## src/rtl/crc16_multi_variant_top_macros.svh

```systemverilog
// ----------------------------------------------------------------------------
// CRC-16 multi-variant assertion macros
// Shared concurrent assertion forms, clocked on i_clk and off during reset.
// ----------------------------------------------------------------------------
`ifndef CRC16_MULTI_VARIANT_TOP_MACROS_SVH
`define CRC16_MULTI_VARIANT_TOP_MACROS_SVH

// same-cycle implication
`define CRC_ASSERT_NOW(label, ante, cons, msg) \
    label: assert property (@(posedge i_clk) disable iff (!i_rst_n) \
        (ante) |-> (cons)) else $error(msg);

// next-cycle implication
`define CRC_ASSERT_NEXT(label, ante, cons, msg) \
    label: assert property (@(posedge i_clk) disable iff (!i_rst_n) \
        (ante) |=> (cons)) else $error(msg);

`endif

```

## src/rtl/crc16_pkg.sv

```systemverilog
// ----------------------------------------------------------------------------
// CRC-16 multi-variant package
// Mode codes, reflected polynomials, register map and the byte update function.
// ----------------------------------------------------------------------------
package crc16_pkg;

    localparam int MODE_W = 2;
    localparam int CRC_W  = 16;
    localparam int BYTE_W = 8;
    localparam int ADDR_W = 3;
    localparam int DATA_W = 32;

    typedef logic [MODE_W-1:0] t_mode;
    typedef logic [CRC_W-1:0]  t_crc;
    typedef logic [BYTE_W-1:0] t_byte;

    localparam t_mode MODE_KERMIT = 2'd0;
    localparam t_mode MODE_ARC    = 2'd1;
    localparam t_mode MODE_MODBUS = 2'd2;
    localparam t_mode MODE_USB    = 2'd3;

    // register index, taken from paddr[ADDR_W-1:2]
    localparam logic [ADDR_W-3:0] REG_CRC_MODE = 1'b0;

    // bit-reversed generators of 0x1021 and 0x8005
    localparam t_crc POLY_CCITT_REFL = 16'h8408;
    localparam t_crc POLY_IBM_REFL   = 16'hA001;
    localparam t_crc ALL_ONES        = 16'hFFFF;
    localparam t_crc ALL_ZEROS       = 16'h0000;

    function automatic t_crc mode_init(input t_mode m);
        t_crc v;
        case (m)
            MODE_MODBUS, MODE_USB: v = ALL_ONES;
            default:               v = ALL_ZEROS;
        endcase
        return v;
    endfunction

    function automatic t_crc mode_poly(input t_mode m);
        t_crc v;
        case (m)
            MODE_KERMIT: v = POLY_CCITT_REFL;
            default:     v = POLY_IBM_REFL;
        endcase
        return v;
    endfunction

    function automatic t_crc mode_xorout(input t_mode m);
        t_crc v;
        case (m)
            MODE_USB: v = ALL_ONES;
            default:  v = ALL_ZEROS;
        endcase
        return v;
    endfunction

    // one byte, shifted out LSB first
    function automatic t_crc crc_update(input t_crc crc, input t_byte b, input t_crc poly);
        t_crc c;
        c = crc ^ {{(CRC_W-BYTE_W){1'b0}}, b};
        for (int i = 0; i < BYTE_W; i++) begin
            if (c[0]) begin
                c = (c >> 1) ^ poly;
            end else begin
                c = c >> 1;
            end
        end
        return c;
    endfunction

endpackage

```

## src/rtl/crc16_if.sv

```systemverilog
// ----------------------------------------------------------------------------
// CRC-16 channel interfaces
// Valid/ready channels for message bytes and for finished CRC results.
// ----------------------------------------------------------------------------
interface crc16_item_if;
    logic                 valid;
    logic                 ready;
    crc16_pkg::t_byte     data_byte;
    logic                 last_byte;

    modport source (output valid, output data_byte, output last_byte, input ready);
    modport sink   (input valid, input data_byte, input last_byte, output ready);
endinterface

interface crc16_result_if;
    logic                 valid;
    logic                 ready;
    crc16_pkg::t_crc      crc_value;

    modport source (output valid, output crc_value, input ready);
    modport sink   (input valid, input crc_value, output ready);
endinterface

```

## src/rtl/crc16_multi_variant_top.sv

```systemverilog
// ----------------------------------------------------------------------------
// CRC-16 multi-variant top level
// Reflected CRC-16 (KERMIT, ARC, MODBUS, USB) over a byte stream.
//
// Bytes enter on i_item, one per clock, and a message ends with the byte whose
// last_byte is set; that byte yields one crc_value on o_result via the input and
// result registers, and the running CRC reloads with the mode's initial value.
// Throughput is one byte per cycle while no last byte waits for the result slot,
// set by the single 8-bit unrolled update from input to running CRC register;
// the result register lets the next message in while a CRC waits to be taken.
// Select the variant in crc_mode (offset 0x0) only while the block is idle;
// a write there also restarts the running CRC.
// ----------------------------------------------------------------------------
module crc16_multi_variant_top (
    input  logic                           i_clk,
    input  logic                           i_rst_n,
    crc16_item_if.sink                     i_item,
    crc16_result_if.source                 o_result,
    input  logic                           psel,
    input  logic                           penable,
    input  logic                           pwrite,
    input  logic [crc16_pkg::ADDR_W-1:0]   paddr,
    input  logic [crc16_pkg::DATA_W-1:0]   pwdata,
    output logic [crc16_pkg::DATA_W-1:0]   prdata,
    output logic                           pready
);

`include "crc16_multi_variant_top_macros.svh"

    crc16_pkg::t_mode r_mode;
    crc16_pkg::t_crc  r_crc;
    logic             r_in_valid;
    crc16_pkg::t_byte r_in_byte;
    logic             r_in_last;
    logic             r_out_valid;
    crc16_pkg::t_crc  r_out_crc;

    crc16_pkg::t_crc  n_crc;
    logic             w_in_ready;
    logic             w_in_accept;
    logic             w_adv;
    logic             w_mode_wr;
    logic             w_mode_sel;

    // configuration port
    assign pready     = 1'b1;
    assign w_mode_sel = (paddr[crc16_pkg::ADDR_W-1:2] == crc16_pkg::REG_CRC_MODE);
    assign w_mode_wr  = psel && penable && pwrite && w_mode_sel;
    assign prdata     = w_mode_sel
                        ? {{(crc16_pkg::DATA_W-crc16_pkg::MODE_W){1'b0}}, r_mode}
                        : '0;

    // a non-last byte never needs the result slot
    assign w_adv       = r_in_valid && (!r_in_last || !r_out_valid || o_result.ready);
    assign w_in_ready  = !r_in_valid || w_adv;
    assign w_in_accept = i_item.valid && w_in_ready;
    assign i_item.ready = w_in_ready;

    assign n_crc = crc16_pkg::crc_update(r_crc, r_in_byte, crc16_pkg::mode_poly(r_mode));

    assign o_result.valid     = r_out_valid;
    assign o_result.crc_value = r_out_crc;

    always_ff @(posedge i_clk) begin
        if (!i_rst_n) begin
            r_mode      <= crc16_pkg::MODE_KERMIT;
            r_crc       <= crc16_pkg::mode_init(crc16_pkg::MODE_KERMIT);
            r_in_valid  <= 1'b0;
            r_out_valid <= 1'b0;
        end else begin
            if (w_in_accept) begin
                r_in_valid <= 1'b1;
            end else if (w_adv) begin
                r_in_valid <= 1'b0;
            end

            if (w_adv && r_in_last) begin
                r_out_valid <= 1'b1;
            end else if (o_result.ready) begin
                r_out_valid <= 1'b0;
            end

            // mode write restarts the running CRC
            if (w_mode_wr) begin
                r_mode <= pwdata[crc16_pkg::MODE_W-1:0];
                r_crc  <= crc16_pkg::mode_init(pwdata[crc16_pkg::MODE_W-1:0]);
            end else if (w_adv) begin
                r_crc <= r_in_last ? crc16_pkg::mode_init(r_mode) : n_crc;
            end
        end
    end

    always_ff @(posedge i_clk) begin
        if (w_in_accept) begin
            r_in_byte <= i_item.data_byte;
            r_in_last <= i_item.last_byte;
        end
        if (w_adv && r_in_last) begin
            r_out_crc <= n_crc ^ crc16_pkg::mode_xorout(r_mode);
        end
    end

    `CRC_ASSERT_NEXT(a_reload_after_last, w_adv && r_in_last,
        r_crc == crc16_pkg::mode_init(r_mode), "CRC not reloaded after last item")

    `CRC_ASSERT_NEXT(a_reload_after_mode, w_mode_wr,
        r_crc == crc16_pkg::mode_init(r_mode), "CRC not reloaded after mode write")

    `CRC_ASSERT_NOW(a_result_source, $rose(r_out_valid),
        $past(w_adv && r_in_last), "result appeared without a last item")

    `CRC_ASSERT_NEXT(a_input_held, r_in_valid && !w_adv,
        r_in_valid && $stable(r_in_byte) && $stable(r_in_last), "stalled item lost")

endmodule

```

## src/flat_wrapper.sv

```systemverilog
// flat-port wrapper written by rule: the top's interface ports become plain ports
module crc16_multi_variant_top_flat 
  (i_clk, i_rst_n, psel, penable, pwrite, paddr, pwdata, prdata, pready, i_item_valid, i_item_data_byte, i_item_last_byte, i_item_ready, o_result_valid, o_result_crc_value, o_result_ready);
  crc16_item_if i_item_i ();
  crc16_result_if o_result_i ();
  input  logic i_clk;
  input  logic i_rst_n;
  input  logic psel;
  input  logic penable;
  input  logic pwrite;
  input  logic [crc16_pkg::ADDR_W-1:0] paddr;
  input  logic [crc16_pkg::DATA_W-1:0] pwdata;
  output logic [crc16_pkg::DATA_W-1:0] prdata;
  output logic pready;
  input wire logic [$bits(i_item_i.valid)-1:0] i_item_valid;
  input wire logic [$bits(i_item_i.data_byte)-1:0] i_item_data_byte;
  input wire logic [$bits(i_item_i.last_byte)-1:0] i_item_last_byte;
  output wire logic [$bits(i_item_i.ready)-1:0] i_item_ready;
  output wire logic [$bits(o_result_i.valid)-1:0] o_result_valid;
  output wire logic [$bits(o_result_i.crc_value)-1:0] o_result_crc_value;
  input wire logic [$bits(o_result_i.ready)-1:0] o_result_ready;
  assign i_item_i.valid = i_item_valid;
  assign i_item_i.data_byte = i_item_data_byte;
  assign i_item_i.last_byte = i_item_last_byte;
  assign i_item_ready = i_item_i.ready;
  assign o_result_valid = o_result_i.valid;
  assign o_result_crc_value = o_result_i.crc_value;
  assign o_result_i.ready = o_result_ready;
  crc16_multi_variant_top u_core (.i_clk(i_clk), .i_rst_n(i_rst_n), .i_item(i_item_i), .o_result(o_result_i), .psel(psel), .penable(penable), .pwrite(pwrite), .paddr(paddr), .pwdata(pwdata), .prdata(prdata), .pready(pready));
endmodule
```

## config.mk

```make
export PLATFORM = sky130hd
export DESIGN_NAME = crc16_multi_variant_top_flat
export DESIGN_NICKNAME = d
export VERILOG_FILES = /design/src/rtl/crc16_pkg.sv /design/src/rtl/crc16_if.sv /design/src/rtl/crc16_multi_variant_top.sv /design/src/flat_wrapper.sv
export VERILOG_INCLUDE_DIRS = /design/src /design/src/rtl
export SDC_FILE = /design/constraint.sdc
export NUM_CORES = 1
export LEC_CHECK = 0
export BUFFER_PORTS_ARGS = -buffer_cell sky130_fd_sc_hd__clkbuf_2
export CAP_MARGIN = 40
export CORE_MARGIN = 2
export CORE_UTILIZATION = 51
export CTS_CLUSTER_SIZE = 12
export DETAILED_ROUTE_END_ITERATION = 7
export PLACE_DENSITY_LB_ADDON = 0.3
export RECOVER_POWER = 100
export SYNTH_ARGS = -nofsm -noshare
export SYNTH_HDL_FRONTEND = slang
export SYNTH_SLANG_ARGS = --single-unit
```

## constraint.sdc

```tcl
create_clock -name i_clk -period 4.02 [get_ports i_clk]
set_input_delay 0.201 -clock i_clk [delete_from_list [all_inputs] [get_ports i_clk]]
set_output_delay 0.201 -clock i_clk [all_outputs]
set_load 0.01 [all_outputs]
```

; Yosys cells after proc, flatten, opt, wreduce, memory -nomap -nowiden
; Cells that the tools add are included.
[classes]
reduce_logical = 18
eq_ne = 4
n_bitwise = 11
mux = 21
[op_table]
columns = operator, count
row1 = $mux W16, 15
row2 = $xor A15 B16 Y16, 8
row3 = $xor A16 B16 Y16, 1
row4 = $xor A16 B8 Y16, 1
row5 = $mux W14, 1
row6 = $eq A2 B2 Y1 const B, 4
row7 = $logic_and A1 B1 Y1, 6
row8 = $reduce_bool A2 Y1, 3
row9 = $mux W1, 4
row10 = $reduce_or A2 Y1, 2
row11 = $logic_not A1 Y1, 3
row12 = $logic_or A1 B1 Y1, 3
row13 = $logic_not A2 Y1, 1
row14 = $mux W2, 1
row15 = $not A1 Y1, 1
[word_totals]
word_cells = 61
register_bits = 45

; Longest topological paths before layout
[depth]
ltp_word = 21
ltp_mapped = 10

; Worst setup path before layout
; Ideal clock, no wire load.
[synth_path]
kind = reg-to-reg
start = reg u_core.r_in_byte[3]
end = reg u_core.r_out_crc[12] (netlist: u_core.o_result.crc_value[12]) (data pin)
arrival_time_ns = 2.529
synth_period_minus_slack_ns = 2.801
setup_slack_ns = 1.219
stages_incl_launch_ff = 9
required_ns = 3.748
n_path_buf = 0
path_cell_list = edfxtp_1 > xnor2_1 > xnor2_2 > xnor3_2 > o21ba_1 > or3_4 > a311oi_1 > a31oi_1 > xnor2_1
[synth_via]
elab_chain_len = 16
elab_cells_between_ends = 17
cone_classes = mux: 8 / bitwise: 9
[synth_lines]
columns = item, line
row1 = from (decl), crc16_multi_variant_top.sv:33  ; crc16_pkg::t_byte r_in_byte;
row2 = from (signal assigned), crc16_multi_variant_top.sv:95  ; r_in_byte <= i_item.data_byte;
row3 = $xor A16 B8 Y16 *, crc16_pkg.sv:61  ; c = crc ^ {{(CRC_W-BYTE_W){1'b0}}, b};
row4 = $xor A15 B16 Y16, crc16_pkg.sv:64  ; c = (c >> 1) ^ poly;
row5 = $mux W16 *, crc16_pkg.sv:63  ; if (c[0]) begin
row6 = $xor A15 B16 Y16, crc16_pkg.sv:64
row7 = $mux W16 *, crc16_pkg.sv:63
row8 = $xor A15 B16 Y16, crc16_pkg.sv:64
row9 = $mux W16 * (3 in series), crc16_pkg.sv:63
row10 = $xor A15 B16 Y16 or $mux W16 (tied branches), "crc16_pkg.sv:64, crc16_pkg.sv:63"
row11 = $mux W16 *, crc16_pkg.sv:63
row12 = $xor A15 B16 Y16 or $mux W16 (tied branches), "crc16_pkg.sv:64, crc16_pkg.sv:63"
row13 = $mux W16 *, crc16_pkg.sv:63
row14 = $xor A15 B16 Y16 or $mux W16 (tied branches), "crc16_pkg.sv:64, crc16_pkg.sv:63"
row15 = $mux W16 *, crc16_pkg.sv:63
row16 = $xor A16 B16 Y16 *, crc16_multi_variant_top.sv:99  ; r_out_crc <= n_crc ^ crc16_pkg::mode_xorout(r_mode);
row17 = to (signal assigned), crc16_multi_variant_top.sv:99
row18 = to (decl), crc16_multi_variant_top.sv:36  ; crc16_pkg::t_crc r_out_crc;
; Mark *: on every way between the ends. The rest lies on a longest branch, timed or not.
; A chain may end at the register's enable or synchronous reset.

; Worst setup path after layout
[layout_path]
start = reg u_core.r_in_byte[0]
end = reg u_core.r_out_crc[13] (netlist: u_core.o_result.crc_value[13]) (data pin)
[layout_via]
elab_chain_len = 16
elab_cells_between_ends = 17
cone_classes = mux: 8 / bitwise: 9
[layout_lines]
columns = item, line
row1 = $xor A16 B8 Y16 *, crc16_pkg.sv:61
row2 = $mux W16 *, crc16_pkg.sv:63
row3 = $xor A15 B16 Y16, crc16_pkg.sv:64
row4 = $mux W16 *, crc16_pkg.sv:63
row5 = $xor A15 B16 Y16, crc16_pkg.sv:64
row6 = $mux W16 *, crc16_pkg.sv:63
row7 = $xor A15 B16 Y16, crc16_pkg.sv:64
row8 = $mux W16 *, crc16_pkg.sv:63
row9 = $xor A15 B16 Y16, crc16_pkg.sv:64
row10 = $mux W16 * (2 in series), crc16_pkg.sv:63
row11 = $xor A15 B16 Y16 or $mux W16 (tied branches), "crc16_pkg.sv:64, crc16_pkg.sv:63"
row12 = $mux W16 *, crc16_pkg.sv:63
row13 = $xor A15 B16 Y16 or $mux W16 (tied branches), "crc16_pkg.sv:64, crc16_pkg.sv:63"
row14 = $mux W16 *, crc16_pkg.sv:63
row15 = $xor A16 B16 Y16 *, crc16_multi_variant_top.sv:99
; Marked as above.

==> impl_metrics.ini <==
[grt]
grt_pass1_vias = 2090
grt_use_met3_pct = 2.667
grt_first_pass_wirelength_um = 10190
gr-usage-met2_pct = 31.07
grt_use_met1_pct = 28.75
grt.overflow.total = 0
gr-usage-all-layers_pct = 20.15
grt_busiest_layer = met2
antenna_found_initial = 0
grt_max_degree = 25

[cts]
clock_path_buffers = 2
clockRootBuffer = clkbuf_8
clk_latency_ns = 0.30
cts_buffers = 5
htreeDepth = 2
path_clk_slew_ns = 0.09
holdBufCountCts = 0
cts_setup_buffers = 0
cts_sinks = 45
cts_tree = built
post_cts_resized = 0

[timing]
report.final.slew_viol_count = 0
hold_viol = 0
tightest_slew_ns = 1.013
finalSetupViolCount = 0
max_freq_mhz = 307.0
min_period_over_period_pct = 81.03
tns_ns = 0
slew_headroom_pct = 32.45
min_period_ns = 3.258
rsz0062_at_grt = no
finalClockSkew_ns = 0.004730

[logic_synthesis]
postSynth.asyncResetShare_pct = 0
ys_types = 50
synth.area.top_cells = edfxtp_1 25%, dfxtp_1 13%, xnor2_1 8.0%
synth_top_area_share_pct = 24.64
synth_area_mm2 = 0.003047
ys_ff_latch = 45
ys_warn_count = 0
synth_area_per_cell_um2 = 9.374
yosys.area.top_type = edfxtp_1
ys_dominant_reg_cell = edfxtp_1
ys_seq_area_share_pct = 37.78
synth_edf_count = 25
synthCells = 325

[final_layout]
fill_cells = 524
drive_gt1_share_pct = 11.91
diodes = 0
final_util_pct = 55.88
nets = 411
area_delta_synth_final_pct = 7.310

[die]
dieHeight_um = 81.29
num_rows = 28
die_w_um = 81.29
start_util_pct = 52.07
dieArea_mm2 = 0.006608
ios = 102
core_area_mm2 = 0.005851

[flow_run]
drv_cap = 0

[critical_path]
end_kind = flop
max_stage_delay_ns = 0.60
path_cells = xnor2_4 -> xnor2_1 -> xnor3_1 -> a211oi_1 -> o21ai_2 -> mux2i_1 -> mux2i_1 -> a22oi_1
path_class = reg2reg
cp-start-kind = flop
crit_arrival_ns = 3.31
path_common_cell = mux2i_1
required_ns = 4.07
reg2regPathDepth = 8
cp_slowest_cell = xnor3_1
cp_max_fo = 10

[routing]
drc = 0
wl_um = 6085
routedWlPerCell_um = 13.96
dr.pass1.iters = 4
num_vias = 2304
drt_iter0_drc = 167
drtAntennaViolNets = 0
via_per_inst = 5.284

[pwr]
pwr-share-comb_pct = 37.5
peakVddDrop_uv = 238.7
p_seq_share_pct = 38.1
p_clk_share_pct = 24.4
swShare_pct = 33.44
cellPowerDensity_mw_per_mm2 = 448.5
intPower_uw = 975.9
p_leak_uw = 0.001329
power.switching_uw = 490.4

[place]
gp_congestion = 0.9030
dp_hpwl_um = 4518
port_buffers = 38

[outcome]
status = completed

[hold_path]
hold_depth = 1
hold_class = in2reg
## path summary, 6_finish.rpt
check / from / endpoint / slack (ns)
worst min-delay path: i_item_data_byte[0] / u_core.r_in_byte[0]$_DFFE_PP_ / 0.07
worst min register to register: u_core.o_result.valid$_SDFFE_PN0P_ / u_core.o_result.valid$_SDFFE_PN0P_ / 0.52
worst max register to register: u_core.r_in_byte[0]$_DFFE_PP_ / u_core.o_result.crc_value[13]$_DFFE_PP_ / 0.76
worst max-delay path: u_core.r_in_byte[0]$_DFFE_PP_ / u_core.o_result.crc_value[13]$_DFFE_PP_ / 0.76
## metal layers
layer	wire (um)	vias to the layer above
met5	0	-
met4	104	0
met3	407	9
met2	2922	86
met1	2650	1058
li1	-	1151
## flip-flops by register name (all words and copies together), names as in the netlist
signal	cells
u_core.o_result.crc_value	16
u_core.r_crc	16
u_core.r_in_byte	8
u_core.r_mode	2
u_core.o_result.valid	1
u_core.r_in_last	1
u_core.r_in_valid	1
## area by class of cell
type / count / area [um^2] / area share [%]
timing repair buffer: 46 / 210.2 / 6.429
sequential: 45 / 1151 / 35.21
clock inverter: 1 / 5.005 / 0.1531
multi-input combinational: 257 / 1672 / 51.13
inverter: 5 / 18.77 / 0.5741
tap: 75 / 93.84 / 2.870
clock buffer: 7 / 118.9 / 3.636
## metrics by stage
step,setup WS (ns),instances,total power [uW],hold slack [ns],cell area (um^2)
floorplan,1.219,354,1049,0.2999,3156
global route,0.5834,436,1551,0.06299,3269
global placement,0.8942,427,1135,0.3783,3199
finish,0.7625,436,1466,0.06864,3269
CTS,0.8710,436,1498,0.06259,3331
detailed placement,0.8808,428,1142,0.3796,3207
## cell usage in the layout, fill, tap and decap left out, types with 2 or more instances in the layout
cell type and n:
clkbuf_8 5, o211ai_1 2, conb_1 31, a211oi_1 7, inv_1 5, xor2_1 17, nor2b_1 3, or2_2 4
clkbuf_1 24, a21boi_0 4, buf_4 4, and3_1 3, nand3_1 2, edfxtp_1 25, nand2b_1 2, a21o_1 2
a21oi_1 29, o2111ai_1 2, xnor2_2 4, clkbuf_2 18, nor2_1 23, o21ai_0 27, mux2i_1 6, and2_0 3
xnor3_1 4, dfxtp_1 20, a311oi_1 2, and2_1 2, xnor2_1 29, clkbuf_16 2, o22ai_1 4, nand2_1 25
a31oi_1 4
## logic make-up (layout without fill, tap and decap cells)
family	Yosys count	after routing	synth area share, %
AO/OA/AOI/OAI	93	93	18.64
flip-flops	45	45	37.78
other	2	31	0.2465
multiplexers	6	6	2.382
AND/OR/NAND/NOR	72	72	11.21
buffers and inverters	52	59	10.23
XOR/XNOR	55	55	19.51
## power by group through the flow
stage          combinational, uW  sequential, uW  clock [uW]
2_1_floorplan                479             570           0
3_3_place_gp                 567             568           0
3_5_place_dp                 572             569           0
4_1_cts                      575             559         364
5_1_grt                      605             563         383
6_report                     550             559         358
## Yosys cell counts, types with 2 or more instances
cell type	count
xnor2_2	5
o211ai_1	2
a211oi_1	7
and3_1	3
a21oi_1	29
nand2_1	25
a311oi_1	2
xor2_1	17
nand2b_1	2
o21ai_0	26
clkbuf_1	15
o22ai_1	4
inv_1	5
dfxtp_1	20
xnor3_1	3
nor2_1	23
or2_2	4
buf_4	31
and2_1	4
edfxtp_1	25
nand3_1	2
a21boi_0	4
conb_1	2
nor2b_1	3
mux2i_1	5
a31oi_1	4
o2111ai_1	2
a21o_1	2
xnor2_1	28
## critical path, delay by kind of cell (launching register included)
family	cells	cell delay, ns
XOR/XNOR	3	1.28
AO/OA/AOI/OAI	3	0.59
flip-flops	1	0.46
multiplexers	2	0.67
Power figures use the tool's default switching activity.
